`config.mk`:
```
export PLATFORM = sky130hd
export DESIGN_NAME = velocity_slew_limiter_core
export DESIGN_NICKNAME = d
export VERILOG_FILES = /design/src/hdl/vsl_pkg.sv /design/src/hdl/vsl_lane.sv /design/src/hdl/vsl_rsp_buf.sv /design/src/hdl/velocity_slew_limiter_core.sv
export SDC_FILE = /design/constraint.sdc
export NUM_CORES = 2
export LEC_CHECK = 0
export ABC_AREA = 1
export BUFFER_PORTS_ARGS = -buffer_cell sky130_fd_sc_hd__buf_4
export CORE_ASPECT_RATIO = 2
export CORE_MARGIN = 2
export CORE_UTILIZATION = 56
export CTS_CLUSTER_SIZE = 14
export DETAILED_ROUTE_END_ITERATION = 10
export PLACE_DENSITY_LB_ADDON = 0.2
export SETUP_SLACK_MARGIN = 0.05
export SYNTH_ARGS = -nofsm -noshare
export SYNTH_HDL_FRONTEND = slang
export SYNTH_SLANG_ARGS = --single-unit
```
`constraint.sdc`:
```
create_clock -name clock -period 17.1 [get_ports clock]
set_input_delay 0.855 -clock clock [delete_from_list [all_inputs] [get_ports clock]]
set_output_delay 0.855 -clock clock [all_outputs]
set_load 0.01 [all_outputs]
```
`src/hdl/vsl_pkg.sv`:
```
// Shared types, constants and helpers for the velocity slew limiter.
// Used by vsl_lane, vsl_rsp_buf and velocity_slew_limiter_core; no dependencies.
`timescale 1ns / 1ps

package vsl_pkg;

   // Block dimensions
   localparam int AXES      = 3;
   localparam int VEL_WIDTH = 16;

   // Fixed field and register widths
   localparam int FIELD_W   = 16;
   localparam int LANE_W    = 16;
   localparam int CFG_W     = 48;
   localparam int REG_LANES = CFG_W / LANE_W;
   localparam int AGE_W     = 16;
   localparam int CSR_IDX_W = 3;

   // Lane arithmetic width: holds a velocity difference and a full 16-bit step
   localparam int CALC_W = ((VEL_WIDTH > LANE_W) ? VEL_WIDTH : LANE_W) + 2;

   localparam logic signed [CALC_W-1:0] VEL_MAX = CALC_W'((2 ** (VEL_WIDTH - 1)) - 1);
   localparam logic signed [CALC_W-1:0] VEL_MIN = CALC_W'(-(2 ** (VEL_WIDTH - 1)));

   localparam logic [AGE_W-1:0] AGE_MAX = {AGE_W{1'b1}};

   // Item kinds
   localparam logic CMD_COMMAND = 1'b0;
   localparam logic CMD_TICK    = 1'b1;

   // Register indexes
   localparam logic [CSR_IDX_W-1:0] CSR_ACCEL   = 3'd0;
   localparam logic [CSR_IDX_W-1:0] CSR_DECEL   = 3'd1;
   localparam logic [CSR_IDX_W-1:0] CSR_UPPER   = 3'd2;
   localparam logic [CSR_IDX_W-1:0] CSR_LOWER   = 3'd3;
   localparam logic [CSR_IDX_W-1:0] CSR_DBAND   = 3'd4;
   localparam logic [CSR_IDX_W-1:0] CSR_TIMEOUT = 3'd5;

   // Register reset values
   localparam logic [CFG_W-1:0] ACCEL_RST   = 48'd85899345940;
   localparam logic [CFG_W-1:0] DECEL_RST   = 48'd429496730600;
   localparam logic [CFG_W-1:0] UPPER_RST   = 48'd2147483650000;
   localparam logic [CFG_W-1:0] LOWER_RST   = 48'd278039002938892;
   localparam logic [CFG_W-1:0] DBAND_RST   = 48'd0;
   localparam logic [AGE_W-1:0] TIMEOUT_RST = 16'd20;

   typedef struct packed {
      logic                      cmd;
      logic signed [FIELD_W-1:0] target_x;
      logic signed [FIELD_W-1:0] target_y;
      logic signed [FIELD_W-1:0] target_yaw;
   } req_payload_type;

   typedef struct packed {
      logic signed [FIELD_W-1:0] vel_x;
      logic signed [FIELD_W-1:0] vel_y;
      logic signed [FIELD_W-1:0] vel_yaw;
      logic                      timed_out;
   } rsp_payload_type;

   // Per-axis configuration slice
   typedef struct packed {
      logic [LANE_W-1:0]        accel;
      logic [LANE_W-1:0]        decel;
      logic signed [LANE_W-1:0] upper;
      logic signed [LANE_W-1:0] lower;
      logic [LANE_W-1:0]        deadband;
   } lane_cfg_type;

   // Per-item lane control
   typedef struct packed {
      logic load;
      logic step;
      logic stale;
   } lane_ctrl_type;

   typedef logic [AXES-1:0][VEL_WIDTH-1:0] vel_vec_type;

   // Sign-extend one lane's velocity to a result field, zero for absent axes
   function automatic logic signed [FIELD_W-1:0] pick_vel(input vel_vec_type vel, input int idx);
      logic signed [FIELD_W-1:0] res;
      res = '0;
      for (int a = 0; a < AXES; a++) begin
         if (a == idx) begin
            res = FIELD_W'($signed(vel[a]));
         end
      end
      return res;
   endfunction

endpackage

```
`src/hdl/vsl_lane.sv`:
```
// One axis of the slew limiter: stored target, current velocity and the
// step / clamp / deadband update. Depends on vsl_pkg.
`timescale 1ns / 1ps

module vsl_lane (
   input  logic                                     clock,
   input  logic                                     reset,
   input  vsl_pkg::lane_cfg_type                    cfg,
   input  vsl_pkg::lane_ctrl_type                   ctrl,
   input  logic signed [vsl_pkg::VEL_WIDTH-1:0]     target_in,
   output logic signed [vsl_pkg::VEL_WIDTH-1:0]     vel
);

   logic signed [vsl_pkg::VEL_WIDTH-1:0] cur_ff, cur_in;
   logic signed [vsl_pkg::VEL_WIDTH-1:0] tgt_ff, tgt_in;

   logic signed [vsl_pkg::CALC_W-1:0] cur_w, tgt_w, dv, up_w, dn_w, hi_w, lo_w, db_w;
   logic signed [vsl_pkg::CALC_W-1:0] moved, clamped, mag;
   logic signed [vsl_pkg::CALC_W-1:0] cur_mag;

   // Widen operands
   assign cur_w = vsl_pkg::CALC_W'(cur_ff);
   assign tgt_w = ctrl.stale ? '0 : vsl_pkg::CALC_W'(tgt_ff);
   assign dv    = tgt_w - cur_w;
   assign up_w  = $signed(vsl_pkg::CALC_W'(cfg.accel));
   assign dn_w  = $signed(vsl_pkg::CALC_W'(cfg.decel));
   assign hi_w  = vsl_pkg::CALC_W'(cfg.upper);
   assign lo_w  = vsl_pkg::CALC_W'(cfg.lower);
   assign db_w  = $signed(vsl_pkg::CALC_W'(cfg.deadband));

   // Step toward the target, limited by the rise or fall step; a zero step jumps to it
   always_comb begin
      if (cfg.accel == '0 || cfg.decel == '0) begin
         moved = tgt_w;
      end else if (dv > 0) begin
         moved = cur_w + ((dv < up_w) ? dv : up_w);
      end else if (dv < 0) begin
         moved = cur_w + ((dv > -dn_w) ? dv : -dn_w);
      end else begin
         moved = cur_w;
      end
   end

   // Clamp to the axis limits (lower wins), then to the velocity range
   always_comb begin
      clamped = moved;
      if (clamped > hi_w) clamped = hi_w;
      if (clamped < lo_w) clamped = lo_w;
      if (clamped > vsl_pkg::VEL_MAX) clamped = vsl_pkg::VEL_MAX;
      if (clamped < vsl_pkg::VEL_MIN) clamped = vsl_pkg::VEL_MIN;
   end

   // Drop values inside the deadband
   assign mag = (clamped < 0) ? -clamped : clamped;

   always_comb begin
      cur_in = cur_ff;
      if (ctrl.step) begin
         cur_in = (mag < db_w) ? '0 : clamped[vsl_pkg::VEL_WIDTH-1:0];
      end
   end

   assign tgt_in = ctrl.load ? target_in : tgt_ff;

   always_ff @(posedge clock) begin
      if (reset) begin
         cur_ff <= '0;
         tgt_ff <= '0;
      end else begin
         cur_ff <= cur_in;
         tgt_ff <= tgt_in;
      end
   end

   assign vel = cur_in;

   assign cur_mag = (cur_ff < 0) ? -vsl_pkg::CALC_W'(cur_ff) : vsl_pkg::CALC_W'(cur_ff);

   a_deadband_respected: assert property (@(posedge clock) disable iff (reset)
      ctrl.step |=> (cur_ff == '0 ||
                     cur_mag >= $signed(vsl_pkg::CALC_W'($past(cfg.deadband)))))
      else $error("velocity left inside the deadband");

   a_target_loaded: assert property (@(posedge clock) disable iff (reset)
      ctrl.load |=> tgt_ff == $past(target_in))
      else $error("command target not stored");

   a_hold_when_idle: assert property (@(posedge clock) disable iff (reset)
      !ctrl.step |=> cur_ff == $past(cur_ff))
      else $error("velocity changed without a tick");

endmodule

```
`src/hdl/vsl_rsp_buf.sv`:
```
// Merges the lane velocities into a result and holds it in an output
// register with a skid stage. Depends on vsl_pkg.
`timescale 1ns / 1ps

module vsl_rsp_buf (
   input  logic                     clock,
   input  logic                     reset,
   input  logic                     produce,
   input  vsl_pkg::vel_vec_type     vel,
   input  logic                     timed_out,
   output logic                     full,
   output logic                     rsp_valid,
   input  logic                     rsp_stall,
   output vsl_pkg::rsp_payload_type rsp_payload
);

   vsl_pkg::rsp_payload_type merged;
   vsl_pkg::rsp_payload_type out_ff, out_in, skid_ff, skid_in;
   logic out_valid_ff, out_valid_in, skid_valid_ff, skid_valid_in;
   logic take;

   // Combine the lanes into one result
   always_comb begin
      merged.vel_x     = vsl_pkg::pick_vel(vel, 0);
      merged.vel_y     = vsl_pkg::pick_vel(vel, 1);
      merged.vel_yaw   = vsl_pkg::pick_vel(vel, 2);
      merged.timed_out = timed_out;
   end

   assign take = out_valid_ff && !rsp_stall;

   // Advance the skid into the output register, or park a new result
   always_comb begin
      out_in        = out_ff;
      out_valid_in  = out_valid_ff;
      skid_in       = skid_ff;
      skid_valid_in = skid_valid_ff;
      if (take || !out_valid_ff) begin
         out_in        = skid_valid_ff ? skid_ff : merged;
         out_valid_in  = skid_valid_ff || produce;
         skid_valid_in = 1'b0;
      end else if (produce) begin
         skid_in       = merged;
         skid_valid_in = 1'b1;
      end
   end

   always_ff @(posedge clock) begin
      if (reset) begin
         out_valid_ff  <= 1'b0;
         skid_valid_ff <= 1'b0;
      end else begin
         out_valid_ff  <= out_valid_in;
         skid_valid_ff <= skid_valid_in;
      end
   end

   always_ff @(posedge clock) begin
      out_ff  <= out_in;
      skid_ff <= skid_in;
   end

   assign full        = skid_valid_ff;
   assign rsp_valid   = out_valid_ff;
   assign rsp_payload = out_ff;

   a_skid_behind_out: assert property (@(posedge clock) disable iff (reset)
      skid_valid_ff |-> out_valid_ff)
      else $error("skid holds a result while the output is empty");

   a_no_overrun: assert property (@(posedge clock) disable iff (reset)
      skid_valid_ff |-> !produce)
      else $error("result arrived while the skid was full");

   a_park_on_stall: assert property (@(posedge clock) disable iff (reset)
      (produce && out_valid_ff && rsp_stall) |=> skid_valid_ff)
      else $error("result lost on a stalled output");

endmodule

```
`src/hdl/velocity_slew_limiter_core.sv`:
```
// Velocity slew limiter top level: configuration registers, command age
// tracking, one vsl_lane per axis and the vsl_rsp_buf result stage.
// A tick's result is registered onto rsp_ (via skid under rsp_stall); commands give none.
// Throughput: 1 item per cycle unless req_stall; lanes update velocity in the transfer cycle.
// The skid stage lets one more tick in while a result waits under rsp_stall.
// Reset (synchronous) clears velocities, targets, command age and loads register defaults.
`timescale 1ns / 1ps

module velocity_slew_limiter_core (
   input  logic                                clock,
   input  logic                                reset,
   input  logic                                req_valid,
   output logic                                req_stall,
   input  vsl_pkg::req_payload_type            req_payload,
   output logic                                rsp_valid,
   input  logic                                rsp_stall,
   output vsl_pkg::rsp_payload_type            rsp_payload,
   input  logic                                csr_wen,
   input  logic [vsl_pkg::CSR_IDX_W-1:0]       csr_index,
   input  logic [vsl_pkg::CFG_W-1:0]           csr_wdata
);

   logic [vsl_pkg::CFG_W-1:0] accel_ff, accel_in, decel_ff, decel_in;
   logic [vsl_pkg::CFG_W-1:0] upper_ff, upper_in, lower_ff, lower_in;
   logic [vsl_pkg::CFG_W-1:0] dband_ff, dband_in;
   logic [vsl_pkg::AGE_W-1:0] timeout_ff, timeout_in;

   logic                      seen_ff, seen_in;
   logic [vsl_pkg::AGE_W-1:0] age_ff, age_in;

   logic fire, is_cmd, is_tick, stale, buf_full;
   vsl_pkg::lane_ctrl_type ctrl;
   vsl_pkg::vel_vec_type   vel;

   // Register writes
   always_comb begin
      accel_in   = accel_ff;
      decel_in   = decel_ff;
      upper_in   = upper_ff;
      lower_in   = lower_ff;
      dband_in   = dband_ff;
      timeout_in = timeout_ff;
      if (csr_wen) begin
         unique case (csr_index)
            vsl_pkg::CSR_ACCEL:   accel_in   = csr_wdata;
            vsl_pkg::CSR_DECEL:   decel_in   = csr_wdata;
            vsl_pkg::CSR_UPPER:   upper_in   = csr_wdata;
            vsl_pkg::CSR_LOWER:   lower_in   = csr_wdata;
            vsl_pkg::CSR_DBAND:   dband_in   = csr_wdata;
            vsl_pkg::CSR_TIMEOUT: timeout_in = csr_wdata[vsl_pkg::AGE_W-1:0];
            default: ;
         endcase
      end
   end

   always_ff @(posedge clock) begin
      if (reset) begin
         accel_ff   <= vsl_pkg::ACCEL_RST;
         decel_ff   <= vsl_pkg::DECEL_RST;
         upper_ff   <= vsl_pkg::UPPER_RST;
         lower_ff   <= vsl_pkg::LOWER_RST;
         dband_ff   <= vsl_pkg::DBAND_RST;
         timeout_ff <= vsl_pkg::TIMEOUT_RST;
      end else begin
         accel_ff   <= accel_in;
         decel_ff   <= decel_in;
         upper_ff   <= upper_in;
         lower_ff   <= lower_in;
         dband_ff   <= dband_in;
         timeout_ff <= timeout_in;
      end
   end

   // Input transfer decode
   assign req_stall = buf_full;
   assign fire      = req_valid && !req_stall;
   assign is_cmd    = fire && (req_payload.cmd == vsl_pkg::CMD_COMMAND);
   assign is_tick   = fire && (req_payload.cmd == vsl_pkg::CMD_TICK);

   // Staleness uses the age found before this tick counts
   assign stale = !seen_ff || (age_ff > timeout_ff);

   always_comb begin
      seen_in = seen_ff;
      age_in  = age_ff;
      if (is_cmd) begin
         seen_in = 1'b1;
         age_in  = '0;
      end else if (is_tick && age_ff != vsl_pkg::AGE_MAX) begin
         age_in = age_ff + 1'b1;
      end
   end

   always_ff @(posedge clock) begin
      if (reset) begin
         seen_ff <= 1'b0;
         age_ff  <= '0;
      end else begin
         seen_ff <= seen_in;
         age_ff  <= age_in;
      end
   end

   assign ctrl.load  = is_cmd;
   assign ctrl.step  = is_tick;
   assign ctrl.stale = stale;

   // One lane per axis
   for (genvar a = 0; a < vsl_pkg::AXES; a++) begin : g_lane
      vsl_pkg::lane_cfg_type                   lane_cfg;
      logic signed [vsl_pkg::VEL_WIDTH-1:0]    lane_tgt;
      logic signed [vsl_pkg::VEL_WIDTH-1:0]    lane_vel;

      if (a < vsl_pkg::REG_LANES) begin : g_cfg
         assign lane_cfg.accel    = accel_ff[a*vsl_pkg::LANE_W +: vsl_pkg::LANE_W];
         assign lane_cfg.decel    = decel_ff[a*vsl_pkg::LANE_W +: vsl_pkg::LANE_W];
         assign lane_cfg.upper    = upper_ff[a*vsl_pkg::LANE_W +: vsl_pkg::LANE_W];
         assign lane_cfg.lower    = lower_ff[a*vsl_pkg::LANE_W +: vsl_pkg::LANE_W];
         assign lane_cfg.deadband = dband_ff[a*vsl_pkg::LANE_W +: vsl_pkg::LANE_W];
      end else begin : g_cfg_none
         assign lane_cfg = '0;
      end

      if (a == 0) begin : g_tx
         assign lane_tgt = req_payload.target_x[vsl_pkg::VEL_WIDTH-1:0];
      end else if (a == 1) begin : g_ty
         assign lane_tgt = req_payload.target_y[vsl_pkg::VEL_WIDTH-1:0];
      end else if (a == 2) begin : g_tyaw
         assign lane_tgt = req_payload.target_yaw[vsl_pkg::VEL_WIDTH-1:0];
      end else begin : g_tnone
         assign lane_tgt = '0;
      end

      vsl_lane u_lane (
         .clock     (clock),
         .reset     (reset),
         .cfg       (lane_cfg),
         .ctrl      (ctrl),
         .target_in (lane_tgt),
         .vel       (lane_vel)
      );

      assign vel[a] = lane_vel;
   end

   vsl_rsp_buf u_rsp_buf (
      .clock       (clock),
      .reset       (reset),
      .produce     (is_tick),
      .vel         (vel),
      .timed_out   (stale),
      .full        (buf_full),
      .rsp_valid   (rsp_valid),
      .rsp_stall   (rsp_stall),
      .rsp_payload (rsp_payload)
   );

   a_cmd_resets_age: assert property (@(posedge clock) disable iff (reset)
      is_cmd |=> (age_ff == '0 && seen_ff))
      else $error("command did not restart the age count");

   a_tick_gives_result: assert property (@(posedge clock) disable iff (reset)
      is_tick |=> rsp_valid)
      else $error("tick produced no pending result");

   a_age_moves_on_tick: assert property (@(posedge clock) disable iff (reset)
      (!fire && !$past(reset)) |-> (age_ff == $past(age_ff) || $past(fire)))
      else $error("command age changed without a transfer");

endmodule
```
==> impl_metrics.tcl, run 1 <==
set metrics [dict create \
    grt_pass1_vias 43240 \
    error_line "[ERROR GRT-0116] Global routing finished with congestion. Check the congestion regions in the DRC Viewer." \
    status "stopped before the end" \
    ios 156 \
    hold_buffers 0 \
    synth-seq-cells 469 \
    netlist_area_sq_mm 0.03826 \
    syn_nets 6270 \
    ctsHtreeMaxLevel 2 \
    syn_inst 5736 \
    async_reset_ff_share_pct 0 \
    die_y_um 373.6 \
    hpwlAfterDp_mm 137.9 \
    yosys_most_used_dff "dfxtp_1" \
    die_w_um 188.8 \
    cts_sinks 469 \
    synth_edf_count 98 \
    flow.stopped_at "global routing (5_1_grt)" \
    ctsResizeCount 0 \
    cts_buffers 46 \
    grt_pass1_wl_mm 277.4 \
    grt_overflow 27 \
    place_congestion 1.168 \
    rows 135 \
    yosysWarnings 0 \
    grt_max_degree 125 \
    start_util_pct 56.48 \
    ys_seq_area_share_pct 27.11 \
    clock_path_buffers 3 \
    grt_usage_pct 53.13 \
    io_buffers 155 \
    synth.distinct_cells 68 \
    root_buffer "clkbuf_16" \
    cts_setup_buffers 0 \
    syn_avg_cell_area_sq_um 6.670 \
]
[synthesized netlist by cell type, drive strengths merged (2+ instances only)]
cell type	count	share of area, %
o21a	15	0.29
nand3	219	3.1
nand2	1526	15
and2	2	0.033
dfxtp	371	19
nor3b	3	0.059
a211oi	15	0.29
inv	750	7.4
buf	35	0.62
nor2	384	3.9
fa	9	0.47
ha	420	14
o311ai	9	0.21
clkinv	8	0.092
nor4	27	0.44
xor2	101	2.4
xnor2	38	0.87
a21boi	11	0.24
edfxtp	98	7.7
nand4	84	1.4
a21o	9	0.18
a21oi	593	7.8
nor3	67	0.97
o2111ai	6	0.14
o211ai	54	1.1
nand3b	23	0.46
nor4b	2	0.046
a221oi	3	0.069
o21ai	608	8.0
o31ai	16	0.31
o221ai	13	0.30
or2	15	0.25
mux2i	3	0.078
or4	3	0.059
or3	2	0.033
a31oi	14	0.23
clkbuf	160	1.6
o21bai	13	0.26
o41ai	2	0.046
[routing by layer]
metal  overflow  track usage, %
met4         13           65.79
met2         14           87.51
met5          0          0.5594
met3          0           18.60
met1          0           44.98
[stage by stage]
stage               setup slack, ns  area (sq um)  hold WS, ns  utilization (%)  cells
detailed placement            1.067         41370       0.4440            61.08   6796
floorplan                     3.856         38260       0.4237                -   5736
global placement              1.147         41370       0.4412            61.08   6796
CTS                          0.9018         42910       0.4546            63.35   6878
[cell families after synthesis]
family / count (synthesis) / synth area share (%)
multiplexers: 3 / 0.07849
adder cells (fa/ha/maj): 429 / 14.21
AND/OR/NAND/NOR: 2357 / 26.20
buffers and inverters: 954 / 9.690
XOR/XNOR: 139 / 3.221
AO/OA/AOI/OAI: 1385 / 19.50
flip-flops: 469 / 27.11
==> run 2, diff against run 1 <==
--- a/config.mk
+++ b/config.mk
@@ -7,13 +7,10 @@
 export LEC_CHECK = 0
 export ABC_AREA = 1
 export BUFFER_PORTS_ARGS = -buffer_cell sky130_fd_sc_hd__buf_4
-export CORE_ASPECT_RATIO = 2
 export CORE_MARGIN = 2
-export CORE_UTILIZATION = 56
-export CTS_CLUSTER_SIZE = 14
+export CORE_UTILIZATION = 40
 export DETAILED_ROUTE_END_ITERATION = 10
-export PLACE_DENSITY_LB_ADDON = 0.2
-export SETUP_SLACK_MARGIN = 0.05
+export PLACE_DENSITY_LB_ADDON = 0.15
 export SYNTH_ARGS = -nofsm -noshare
 export SYNTH_HDL_FRONTEND = slang
 export SYNTH_SLANG_ARGS = --single-unit
==> run 2 against run 1 <==
- the run now ends clean
- synthesized cell count unchanged
- synthesized area unchanged
==> impl_metrics.tcl, run 2 <==
set metrics [dict create \
    r2r_start "timeout_ff[1]" \
    critPathArrivalTime_ns 15.97 \
    fill_cells 9999 \
    worstSetupStartpoint "timeout_ff[1]" \
    maxCapViolations 0 \
    cts_sinks 469 \
    final-hold-violation-count 0 \
    grt_overflow 0 \
    vias_per_cell 5.366 \
    core_sq_mm 0.09487 \
    start_util_pct 40.33 \
    syn_nets 6270 \
    end_kind "flop" \
    clk-insertion-delay-late_ns 0.69 \
    reg2reg_depth 94 \
    slew_viol_final 0 \
    hpwlAfterDp_mm 110.9 \
    critPathMaxFanout 21 \
    final_cells 7113 \
    cts_tree "yes" \
    worst_slack_ns 1.530 \
    setup_viol 0 \
    status "finished, final reports clean" \
    synth-seq-cells 469 \
    yosysTopAreaCellShare_pct 19.41 \
    grt_max_degree 91 \
    ios 156 \
    yosys_most_used_dff "dfxtp_1" \
    max_slew_margin_pct 23.71 \
    whs_endpoint "g_lane[0].u_lane.tgt_ff[7]" \
    post_route_cells_drive_above_1_share_pct 7.541 \
    critical_path.max_stage_delay_ns 0.56 \
    clock_path_buffers 3 \
    cp_slowest_cell "ha_2" \
    worst_setup_path_start_kind "flop" \
    place_ws_ns 0.4343 \
    path_clk_slew_ns 0.06 \
    totalWireLength_mm 140.1 \
    reg2reg_to "u_rsp_buf.rsp_payload[45]" \
    synth_top_cell_by_area "dfxtp_1" \
    netlist_area_sq_mm 0.03826 \
    critPathKind "reg -> reg" \
    rows 113 \
    nets 6339 \
    cp_common_cell "nand2_1" \
    layout_min_cycle_time_ns 15.57 \
    grt_pass1_vias 35090 \
    synth.distinct_cells 68 \
    ctsHtreeMaxLevel 2 \
    fmax_ghz 0.06423 \
    grt_pass1_wl_mm 209.9 \
    synth_area_leaders "dfxtp_1 (19%), nand2_1 (14%), ha_1 (14%), o21ai_0 (7.8%), a21oi_1 (7.7%)" \
    wl_per_cell_um 19.69 \
    async_reset_ff_share_pct 0 \
    worstHoldPathCells 3 \
    vias 38170 \
    worst-r2r-setup-slack_ns 1.53 \
    syn_inst 5736 \
    antenna_left 0 \
    antenna_found_initial 0 \
    drc_errors 0 \
    dr.pass1.iters 7 \
    syn_to_final_growth_pct 11.35 \
    grt_usage_pct 27.65 \
    tightest_slew_ns 1.132 \
    drtIter0Drc 3033 \
    required_ns 17.50 \
    diodes 0 \
    final_common_cell "nand2_1" \
    yosysWarnings 0 \
    die-area_sq_mm 0.09814 \
    syn_avg_cell_area_sq_um 6.670 \
    root_buffer "clkbuf_16" \
    die_y_um 313.3 \
    synthTopCellsByCount "nand2_1 (1,477), inv_1 (741), o21ai_0 (600)" \
    final_cell_mix "nand2_1 (1,473), inv_1 (734), o21ai_0 (599)" \
    hold_buffers 0 \
    die_w_um 313.3 \
    utilization_pct 44.90 \
    cts_buffers 57 \
    yosysMostFrequentCell "nand2_1" \
    synth_edf_count 98 \
    place_congestion 1.010 \
    ys_seq_area_share_pct 27.11 \
    period_share_pct 91.05 \
    min-delay-start "req_payload[39]" \
    dpl.cell_count 7004 \
    io_buffers 155 \
    fin_tns_setup_ns 0 \
    hold_class "in -> reg" \
    skew_ns 0.07071 \
]
run 2: logic make-up after synthesis:
family,after synthesis,synth area share (%)
AO/OA/AOI/OAI,1385,19.50
XOR/XNOR,139,3.221
adder cells (fa/ha/maj),429,14.21
buffers and inverters,954,9.690
flip-flops,469,27.11
multiplexers,3,0.07849
AND/OR/NAND/NOR,2357,26.20
run 2: layer usage:
metal	track usage [%]	share of wire, %	vias to the layer above
met4	9.722	3.8	0
met3	3.560	5.9	235
li1	-	-	19220
met1	37.89	46	17610
met2	44.61	44	1111
met5	0	0	-
run 2: what timing repair did:
| item | in CTS | in global routing |
|---|---|---|
| setup endpoints to repair | 0 | 144 |
| setup buffers | 0 | 6 |
| gates resized for setup | 0 | 20 |
run 2: metrics by stage:
| step | hold WS [ns] | cell area [sq um] |
|---|---|---|
| after global routing | 0.4431 | 42600 |
| after floorplan | 0.4237 | 38260 |
| final | 0.4358 | 42600 |
| after global placement | 0.4448 | 40530 |
| after CTS | 0.3956 | 42460 |
| after detailed placement | 0.4532 | 40530 |
run 2: worst max-delay path by stage:
stage | endpoint | slack [ns] | depth (start not counted)
floorplan | u_rsp_buf.rsp_payload[32] | 3.86 | 98
global placement | u_rsp_buf.rsp_payload[45] | 0.57 | 92
detailed placement | u_rsp_buf.rsp_payload[45] | 0.43 | 92
CTS | u_rsp_buf.rsp_payload[45] | 0.30 | 92
global route | u_rsp_buf.rsp_payload[21] | -0.05 | 92
finish | u_rsp_buf.rsp_payload[45] | 1.53 | 94
run 2: cell type report:
cell class	instances	area [sq um]	share of cell area, %
clock buffers	79	1609	3.777
multi-input cells	4313	24290	57.01
clock inverters	23	314.1	0.7372
well taps	1265	1583	3.716
repair buffers	204	1544	3.625
repair inverters	1	7.507	0.01762
flip-flops and latches	469	10370	24.35
inverters	759	2884	6.770
run 2: critical path, delay by kind of cell (launching register included):
| kind | cells | cell delay (ns) |
|---|---|---|
| AO/OA/AOI/OAI | 23 | 3.88 |
| adder cells (fa/ha/maj) | 9 | 3.27 |
| buffers and inverters | 13 | 1.81 |
| flip-flops | 1 | 0.30 |
| AND/OR/NAND/NOR | 46 | 5.31 |
| XOR/XNOR | 3 | 0.61 |
Power of run 2 is not shown: default switching activity piles up to over one toggle a cycle in this logic, so the estimate is an artifact.
